==> src/obd_adapter_reply_line_parser_top_macros.svh <==
// Assertion macros used by the reply line parser top module.
`ifndef OBD_ADAPTER_REPLY_LINE_PARSER_TOP_MACROS_SVH
`define OBD_ADAPTER_REPLY_LINE_PARSER_TOP_MACROS_SVH

// Checks a property on every rising clock edge while out of reset.
`define OARLP_ASSERT(lbl, prop, msg) \
  lbl: assert property (@(posedge clk_i) disable iff (!rst_ni) (prop)) else $error(msg);

// Checks that a condition in one cycle implies another in the next cycle.
`define OARLP_ASSERT_NEXT(lbl, ante, cons, msg) \
  lbl: assert property (@(posedge clk_i) disable iff (!rst_ni) (ante) |=> (cons)) else $error(msg);

`endif

==> src/oarlp_pkg.sv <==
// Package with types, character codes and keyword tables for the reply line parser.
`timescale 1ns / 1ps
package oarlp_pkg;

  localparam int unsigned MaxDataBytesDefault = 8;

  localparam logic [7:0] CHAR_LF    = 8'h0A;
  localparam logic [7:0] CHAR_CR    = 8'h0D;
  localparam logic [7:0] CHAR_GT    = 8'h3E;
  localparam logic [7:0] CHAR_SPACE = 8'h20;
  localparam logic [7:0] CHAR_A     = 8'h41;
  localparam logic [7:0] CHAR_T     = 8'h54;

  localparam int unsigned KwCount = 5;
  localparam int unsigned KwMaxLen = 9;
  localparam int unsigned AtBit = 5;

  typedef enum logic [3:0] {
    KIND_PROMPT    = 4'd0,
    KIND_OK        = 4'd1,
    KIND_STOPPED   = 4'd2,
    KIND_QUERY     = 4'd3,
    KIND_NO_DATA   = 4'd4,
    KIND_CAN_ERROR = 4'd5,
    KIND_AT        = 4'd6,
    KIND_FRAME     = 4'd7,
    KIND_BAD       = 4'd8
  } line_kind_e;

  localparam logic [4:0] KW_LEN [KwCount] = '{5'd2, 5'd7, 5'd1, 5'd7, 5'd9};

  localparam logic [7:0] KW_TEXT [KwCount][KwMaxLen] = '{
    '{"O", "K", 8'h00, 8'h00, 8'h00, 8'h00, 8'h00, 8'h00, 8'h00},
    '{"S", "T", "O", "P", "P", "E", "D", 8'h00, 8'h00},
    '{"?", 8'h00, 8'h00, 8'h00, 8'h00, 8'h00, 8'h00, 8'h00, 8'h00},
    '{"N", "O", " ", "D", "A", "T", "A", 8'h00, 8'h00},
    '{"C", "A", "N", " ", "E", "R", "R", "O", "R"}
  };

  typedef struct packed {
    logic        produce;
    line_kind_e  kind;
    logic [11:0] frame_id;
    logic [3:0]  frame_length;
    logic [63:0] frame_bytes;
  } line_result_t;

  // Value of a hex digit, or 16 for any other character.
  function automatic logic [4:0] hex_value(input logic [7:0] c);
    logic [4:0] v;
    v = 5'd16;
    if (c >= "0" && c <= "9") begin
      v = 5'(c - "0");
    end else if (c >= "A" && c <= "F") begin
      v = 5'(c - "A" + 8'd10);
    end else if (c >= "a" && c <= "f") begin
      v = 5'(c - "a" + 8'd10);
    end
    return v;
  endfunction

endpackage

==> src/obd_adapter_reply_line_parser_top.sv <==
// Channel   | Direction | Word contents
// s_axis    | in        | tdata[7:0] rx_char
// m_axis    | out       | tdata[3:0] line_kind, [15:4] frame_id, [19:16] frame_length,
//           |           | [83:20] frame_bytes, [87:84] zero
// One character is accepted per cycle while the input is not stalled; the result of a closing
// character passes through the input register, then the result register, before it is valid.
// Reset clears the line state and both valid flags; no clearing pass is needed.
// Input stalls only when a closing character meets a full, unread result register.
`timescale 1ns / 1ps
`include "obd_adapter_reply_line_parser_top_macros.svh"
module obd_adapter_reply_line_parser_top import oarlp_pkg::*; #(
  parameter int unsigned MAX_DATA_BYTES = MaxDataBytesDefault
) (
  input  logic        clk_i,
  input  logic        rst_ni,
  input  logic        s_axis_tvalid,
  output logic        s_axis_tready,
  input  logic [7:0]  s_axis_tdata,  // [7:0] rx_char
  output logic        m_axis_tvalid,
  input  logic        m_axis_tready,
  output logic [87:0] m_axis_tdata   // line_kind, frame_id, frame_length, frame_bytes
);

  logic         in_valid_q, in_valid_d;
  logic [7:0]   char_q;
  logic         out_valid_q, out_valid_d;
  line_result_t out_q;
  line_result_t res;
  logic         step;
  logic         out_free;

  oarlp_parser #(
    .MAX_DATA_BYTES(MAX_DATA_BYTES)
  ) u_parser (
    .clk_i   (clk_i),
    .rst_ni  (rst_ni),
    .step_i  (step),
    .char_i  (char_q),
    .result_o(res)
  );

  assign out_free      = !out_valid_q || m_axis_tready;
  assign step          = in_valid_q && (!res.produce || out_free);
  assign s_axis_tready = !in_valid_q || step;
  assign in_valid_d    = s_axis_tvalid || (in_valid_q && !step);
  assign out_valid_d   = (out_valid_q && !m_axis_tready) || (step && res.produce);

  always_ff @(posedge clk_i or negedge rst_ni) begin
    if (!rst_ni) begin
      in_valid_q  <= 1'b0;
      out_valid_q <= 1'b0;
    end else begin
      if (s_axis_tready) begin
        in_valid_q <= in_valid_d;
      end
      out_valid_q <= out_valid_d;
    end
  end

  always_ff @(posedge clk_i) begin
    if (s_axis_tready && s_axis_tvalid) begin
      char_q <= s_axis_tdata;
    end
    if (step && res.produce) begin
      out_q <= res;
    end
  end

  assign m_axis_tvalid = out_valid_q;
  assign m_axis_tdata  = {4'd0, out_q.frame_bytes, out_q.frame_length,
                          out_q.frame_id, out_q.kind};

  `OARLP_ASSERT(a_stall_only_when_full, !s_axis_tready |-> (in_valid_q && out_valid_q), "input stalled while result register free")
  `OARLP_ASSERT(a_plain_char_no_result, (step && char_q != CHAR_CR && char_q != CHAR_GT) |-> !res.produce, "result from a character that does not close a line")
  `OARLP_ASSERT(a_non_frame_zero, (m_axis_tvalid && out_q.kind != KIND_FRAME) |-> (out_q.frame_id == 12'd0 && out_q.frame_length == 4'd0 && out_q.frame_bytes == 64'd0), "frame fields set on a non-frame line")
  `OARLP_ASSERT(a_frame_length_max, (m_axis_tvalid && out_q.kind == KIND_FRAME) |-> (32'(out_q.frame_length) <= MAX_DATA_BYTES), "frame longer than the data byte limit")
  `OARLP_ASSERT_NEXT(a_result_loaded, (step && res.produce), m_axis_tvalid, "closed line did not reach the result register")

endmodule

==> src/oarlp_parser.sv <==
// Running line state and combinational line classification for the reply line parser.
`timescale 1ns / 1ps
module oarlp_parser import oarlp_pkg::*; #(
  parameter int unsigned MAX_DATA_BYTES = MaxDataBytesDefault
) (
  input  logic         clk_i,
  input  logic         rst_ni,
  input  logic         step_i,
  input  logic [7:0]   char_i,
  output line_result_t result_o
);

  localparam logic [5:0] DATA_DIGITS_MAX = 6'(2 * MAX_DATA_BYTES);

  logic [4:0]  line_count_q, line_count_d;
  logic [4:0]  digit_count_q, digit_count_d;
  logic [11:0] id_accum_q, id_accum_d;
  logic [3:0]  length_digit_q, length_digit_d;
  logic [63:0] byte_store_q, byte_store_d;
  logic        bad_char_q, bad_char_d;
  logic [5:0]  alive_q, alive_d;

  logic [4:0]  abs_line_count;
  logic [4:0]  abs_digit_count;
  logic [11:0] abs_id;
  logic [3:0]  abs_length;
  logic [63:0] abs_bytes;
  logic        abs_bad;
  logic [5:0]  abs_alive;
  logic [4:0]  hex;
  logic [4:0]  data_idx;
  logic [3:0]  nib_idx;

  logic [4:0]  cls_line_count;
  logic [4:0]  cls_digit_count;
  logic [3:0]  cls_length;
  logic        cls_bad;
  logic [5:0]  cls_alive;
  logic [4:0]  cls_data_digits;
  logic        is_cr;
  logic        is_gt;
  logic        is_lf;

  assign is_cr = (char_i == CHAR_CR);
  assign is_gt = (char_i == CHAR_GT);
  assign is_lf = (char_i == CHAR_LF);

  // State after taking the character into the current line.
  always_comb begin
    abs_alive       = alive_q;
    abs_digit_count = digit_count_q;
    abs_id          = id_accum_q;
    abs_length      = length_digit_q;
    abs_bytes       = byte_store_q;
    abs_bad         = bad_char_q;
    hex             = hex_value(char_i);
    data_idx        = digit_count_q - 5'd4;
    nib_idx         = {data_idx[3:1], ~data_idx[0]};

    for (int k = 0; k < KwCount; k++) begin
      if (!(line_count_q < KW_LEN[k] && KW_TEXT[k][line_count_q[3:0]] == char_i)) begin
        abs_alive[k] = 1'b0;
      end
    end
    if ((line_count_q == 5'd0 && char_i != CHAR_A) ||
        (line_count_q == 5'd1 && char_i != CHAR_T)) begin
      abs_alive[AtBit] = 1'b0;
    end

    if (char_i != CHAR_SPACE) begin
      if (hex[4]) begin
        abs_bad = 1'b1;
      end else if (digit_count_q < 5'd3) begin
        abs_id = {id_accum_q[7:0], hex[3:0]};
      end else if (digit_count_q == 5'd3) begin
        abs_length = hex[3:0];
      end else if ({1'b0, data_idx} >= DATA_DIGITS_MAX) begin
        abs_bad = 1'b1;
      end else begin
        for (int n = 0; n < 16; n++) begin
          if (nib_idx == 4'(n)) begin
            abs_bytes[4*n +: 4] = byte_store_q[4*n +: 4] | hex[3:0];
          end
        end
      end
      abs_digit_count = (digit_count_q < 5'd31) ? digit_count_q + 5'd1 : 5'd31;
    end
    abs_line_count = (line_count_q < 5'd31) ? line_count_q + 5'd1 : 5'd31;
  end

  // A carriage return classifies the line as it stands; a '>' is part of the line.
  assign cls_line_count  = is_gt ? abs_line_count  : line_count_q;
  assign cls_digit_count = is_gt ? abs_digit_count : digit_count_q;
  assign cls_length      = is_gt ? abs_length      : length_digit_q;
  assign cls_bad         = is_gt ? abs_bad         : bad_char_q;
  assign cls_alive       = is_gt ? abs_alive       : alive_q;
  assign cls_data_digits = cls_digit_count - 5'd4;

  always_comb begin
    result_o              = '0;
    result_o.kind         = KIND_BAD;
    result_o.produce      = is_gt || (is_cr && line_count_q != 5'd0);
    if (cls_alive[AtBit] && cls_line_count >= 5'd2) begin
      result_o.kind = KIND_AT;
    end else if (is_gt && line_count_q == 5'd0) begin
      result_o.kind = KIND_PROMPT;
    end else begin
      for (int k = KwCount - 1; k >= 0; k--) begin
        if (cls_alive[k] && cls_line_count == KW_LEN[k]) begin
          result_o.kind = line_kind_e'(4'(k + 1));
        end
      end
      if (result_o.kind == KIND_BAD && !cls_bad && cls_digit_count >= 5'd4 &&
          !cls_data_digits[0] && cls_data_digits[4:1] == cls_length) begin
        result_o.kind         = KIND_FRAME;
        result_o.frame_id     = is_gt ? abs_id : id_accum_q;
        result_o.frame_length = cls_length;
        result_o.frame_bytes  = is_gt ? abs_bytes : byte_store_q;
      end
    end
  end

  always_comb begin
    line_count_d   = line_count_q;
    digit_count_d  = digit_count_q;
    id_accum_d     = id_accum_q;
    length_digit_d = length_digit_q;
    byte_store_d   = byte_store_q;
    bad_char_d     = bad_char_q;
    alive_d        = alive_q;
    if (is_cr || is_gt) begin
      line_count_d   = '0;
      digit_count_d  = '0;
      id_accum_d     = '0;
      length_digit_d = '0;
      byte_store_d   = '0;
      bad_char_d     = 1'b0;
      alive_d        = '1;
    end else if (!is_lf) begin
      line_count_d   = abs_line_count;
      digit_count_d  = abs_digit_count;
      id_accum_d     = abs_id;
      length_digit_d = abs_length;
      byte_store_d   = abs_bytes;
      bad_char_d     = abs_bad;
      alive_d        = abs_alive;
    end
  end

  always_ff @(posedge clk_i or negedge rst_ni) begin
    if (!rst_ni) begin
      line_count_q   <= '0;
      digit_count_q  <= '0;
      id_accum_q     <= '0;
      length_digit_q <= '0;
      byte_store_q   <= '0;
      bad_char_q     <= 1'b0;
      alive_q        <= '1;
    end else if (step_i) begin
      line_count_q   <= line_count_d;
      digit_count_q  <= digit_count_d;
      id_accum_q     <= id_accum_d;
      length_digit_q <= length_digit_d;
      byte_store_q   <= byte_store_d;
      bad_char_q     <= bad_char_d;
      alive_q        <= alive_d;
    end
  end

endmodule
==> config.mk <==
export PLATFORM = sky130hd
export DESIGN_NAME = obd_adapter_reply_line_parser_top
export DESIGN_NICKNAME = d
export VERILOG_FILES = /design/src/oarlp_pkg.sv /design/src/obd_adapter_reply_line_parser_top.sv /design/src/oarlp_parser.sv
export VERILOG_INCLUDE_DIRS = /design/src /design/src/src
export SDC_FILE = /design/constraint.sdc
export NUM_CORES = 1
export LEC_CHECK = 0
export ABC_CLOCK_PERIOD_IN_PS = 7200
export BUFFER_PORTS_ARGS = -buffer_cell sky130_fd_sc_hd__buf_2
export CAP_MARGIN = 20
export CORE_MARGIN = 2
export CORE_UTILIZATION = 59
export DETAILED_ROUTE_END_ITERATION = 10
export GPL_TIMING_DRIVEN = 0
export PLACE_DENSITY = 0.8
export SLEW_MARGIN = 40
export SYNTH_ARGS = -nofsm -noshare
export SYNTH_HDL_FRONTEND = slang
export SYNTH_SLANG_ARGS = --single-unit
==> constraint.sdc <==
create_clock -name clk_i -period 7.2 [get_ports clk_i]
set_clock_uncertainty 0.05 [all_clocks]
set_input_delay 1.08 -clock clk_i [delete_from_list [all_inputs] [get_ports clk_i]]
set_output_delay 1.08 -clock clk_i [all_outputs]
set_load 0.02 [all_outputs]
==> impl_results.md <==
- Status: finished, final reports clean
- RR Startpoint: char_q[0]$_DFFE_PP_
- Sequential cell area: 0.00525 sq mm
- IO Pins: 102
- Worst Reg2Reg Path Length in Cells: 15
- FF-to-FF setup slack: 2.02 ns
- Max-Slew Margin vs Limit: 49.6%
- Resize count post-CTS: 0
- PD cells: 305 mW/mm^2
- Post-route DRC: 0
- Setup violators final: 0
- Final Hold Viols: 0
- Initial Util: 60.9%
- Synth top area share: 29.6%
- Main flop type after synthesis: dfrtp_1
- Crit share post-route: 72.0%
- Pwr Total: 3.31 mW
- Filler instances: 1157
- Drt pass-1 iters: 6
- Synthesis Warnings: 0
- Total GRT Usage: 28.1%
- Pin count of the biggest net entering global routing: 67
- Fmax: 0.193 GHz
- Maximum vdd ir drop: 199 uV
- Die H: 130 um
- Setup crit end: m_axis_tdata[25]$_SDFFCE_PP0P_
- Startpoint types: flop
- Via count: 7650
- Gate Count Post-Synth: 857
- Critical Path Start: char_q[0]$_DFFE_PP_
- P_leak: 3.98 nW
- PortBufs: 97
- Die W: 130 um
- CTS sink cnt: 191
- Pre-CTS WS: 2.16 ns
- Number of global-route vias before repair: 7092
- Slew of the pin with the lowest slew margin: 0.756 ns
- Initial antenna violation count: 0
- RD Place Congestion: 0.975
- Root buf cell: clkbuf_16
- Seq/Total Area, Yosys: 56.3%
- CTS buffer count: 17
- CTS tree: yes
- Fin area: 0.0108 sq mm
- Clock transition at path regs: 0.06 ns
- Unrepaired setup endpoints after global routing: no
- Diodes inserted: 0
- Yosys cell types: 72
- Die Footprint: 0.0168 sq mm
- Layout cells sized above 1: 16.7%
- Grt ovf: 0
- Core area: 0.0153 sq mm
- Commonest cells after routing, fill and taps aside: nand2_1 (122), buf_2 (105), dfrtp_1 (93), edfxtp_1 (92), nor4b_1 (72)
- Clock tree buffer depth: 2
- Post-DRT Antenna Nets: 0
- Hold WC Path Type: flop to flop
- Commonest non-fill, non-tap cell in the layout: nand2_1
- Post-route minimum period: 5.18 ns
- Routed WL: 23.0 mm
- Crit path capture type: flop
- Asr flop ratio synth: 51.8%
- Nets: 1015
- Worst-path fanout max: 10
- Final slew viol count: 0
- 1st-iter DRT viols: 908
- Final WS setup: 2.02 ns
- Crit path kind: flop to flop
- Layout area overhead: 16.1%
- H-Tree Depth: 4
- Placed cell area: 0.0102 sq mm
- First-pass GRT wire length: 36.6 mm
- Yosys top cell by area: edfxtp_1
- Post-DR wirelength/cell: 19.1 um
- Worst Path Arrival: 5.34 ns
- Clock Latency Late Sink: 0.44 ns
- Area contributors post-synth: edfxtp_1 (30%), dfrtp_1 (25%), nor4b_1 (6.8%)
- HPWL Detailed: 15.3 mm
- Vias per inst: 6.35
- Syn avg cell area: 10.9 sq um
- Area of the multi-input gates: 0.00366 sq mm
- Core Rows: 45
- Setup Buffers After CTS: 0
- CTS Hold Buffers Added: 0
- Mapped Area: 0.00933 sq mm
- Yosys reg bits: 191
- Number of synthesized flops with an enable pin: 92
- FF-to-FF End: m_axis_tdata[25]$_SDFFCE_PP0P_
- Max Cap Viol: 0
- Req. time, crit path: 7.35 ns
[logic make-up (layout without fill, tap and decap cells)]
group | after synthesis | count (layout) | synth area share (%)
fa+ha+maj | 22 | 22 | 2.95
xor+xnor | 17 | 17 | 1.60
flops | 191 | 191 | 56.3
simple gates | 322 | 322 | 20.1
compound gates | 199 | 199 | 13.9
other cells | 1 | 4 | 0.0402
buf+inv | 100 | 234 | 4.63
mux | 5 | 5 | 0.550
[flip-flops by register name (all words and copies together), names as in the netlist]
signal,count
u_parser.length_digit_q,4
u_parser.bad_char_q,1
u_parser.byte_store_q,64
in_valid_q,1
char_q,8
m_axis_tvalid,1
u_parser.alive_q,6
u_parser.line_count_q,5
u_parser.id_accum_q,12
m_axis_tdata,84
u_parser.digit_count_q,5
[critical path, stage by stage (launching register included)]
cell and delay, ns:
edfxtp_1 0.43, clkbuf_1 0.25, inv_1 0.21, ha_1 0.26
nor4bb_1 0.47, nand2_1 0.29, nand2_1 0.22, nor3_1 0.08
a21o_1 0.20, ha_1 0.19, xor2_1 0.30, a2111oi_0 0.16
nor3_1 0.39, nand3_1 0.62, clkbuf_1 0.41, nor4b_1 0.41
[power breakdown]
part	leakage (nW)	total [mW]	internal (mW)	switching, mW
sequential	1.68	1.36	1.26	0.104
combinational	2.01	0.944	0.310	0.633
clock	0.296	1.00	0.601	0.399
[cell usage after synthesis (12+ instances only)]
master and count:
xnor2_1 12, o211ai_1 36, inv_1 26, a21oi_1 16, nor4b_1 72, nand2_1 122
edfxtp_1 92, dfrtp_1 93, clkbuf_1 54, o21ai_0 53, nor4_1 13, nand3_1 15
nor2_1 23, nor3_1 17, o21ai_1 30, ha_1 22
[per-stage QoR]
step	std cells	hold WS, ns	util, %	setup TNS, ns
4_1_cts	1205	0.428	70.7	0
2_1_floorplan	860	0.392	-	0
5_1_grt	1205	0.442	70.7	0
6_report	1205	0.426	70.7	0
3_3_place_gp	1168	0.404	65.9	-116.01
3_5_place_dp	1173	0.412	66.6	0
[metal layers]
metal  vias to the layer above  track usage, %  wire length, um
met4                         0            12.6              785
met5                         -               0                0
li1                       3450               -                -
met1                      3734            37.0             9230
met3                        71            6.07             1740
met2                       395            45.4            11200
[how the worst min path moves through the flow]
stage | from | endpoint | slack [ns] | depth (start not counted)
6_report | u_parser.byte_store_q[11]$_DFFE_PN0P_ | u_parser.byte_store_q[11]$_DFFE_PN0P_ | 0.43 | 2
5_1_grt | u_parser.byte_store_q[19]$_DFFE_PN0P_ | u_parser.byte_store_q[19]$_DFFE_PN0P_ | 0.44 | 2
4_1_cts | u_parser.byte_store_q[11]$_DFFE_PN0P_ | u_parser.byte_store_q[11]$_DFFE_PN0P_ | 0.43 | 2
3_5_place_dp | u_parser.byte_store_q[11]$_DFFE_PN0P_ | u_parser.byte_store_q[11]$_DFFE_PN0P_ | 0.41 | 2
3_3_place_gp | u_parser.byte_store_q[11]$_DFFE_PN0P_ | u_parser.byte_store_q[11]$_DFFE_PN0P_ | 0.40 | 2
2_1_floorplan | u_parser.byte_store_q[0]$_DFFE_PN0P_ | u_parser.byte_store_q[0]$_DFFE_PN0P_ | 0.39 | 2
[cell type report]
type / instances / area share, %
tap: 211 / 2.44
multi-input combinational: 569 / 33.8
inverter: 26 / 0.901
clock buffer: 23 / 4.32
timing repair buffer: 102 / 5.50
sequential: 191 / 48.5
clock inverter: 9 / 1.44
buffer: 74 / 3.09
(Power assumes the default switching activity.)
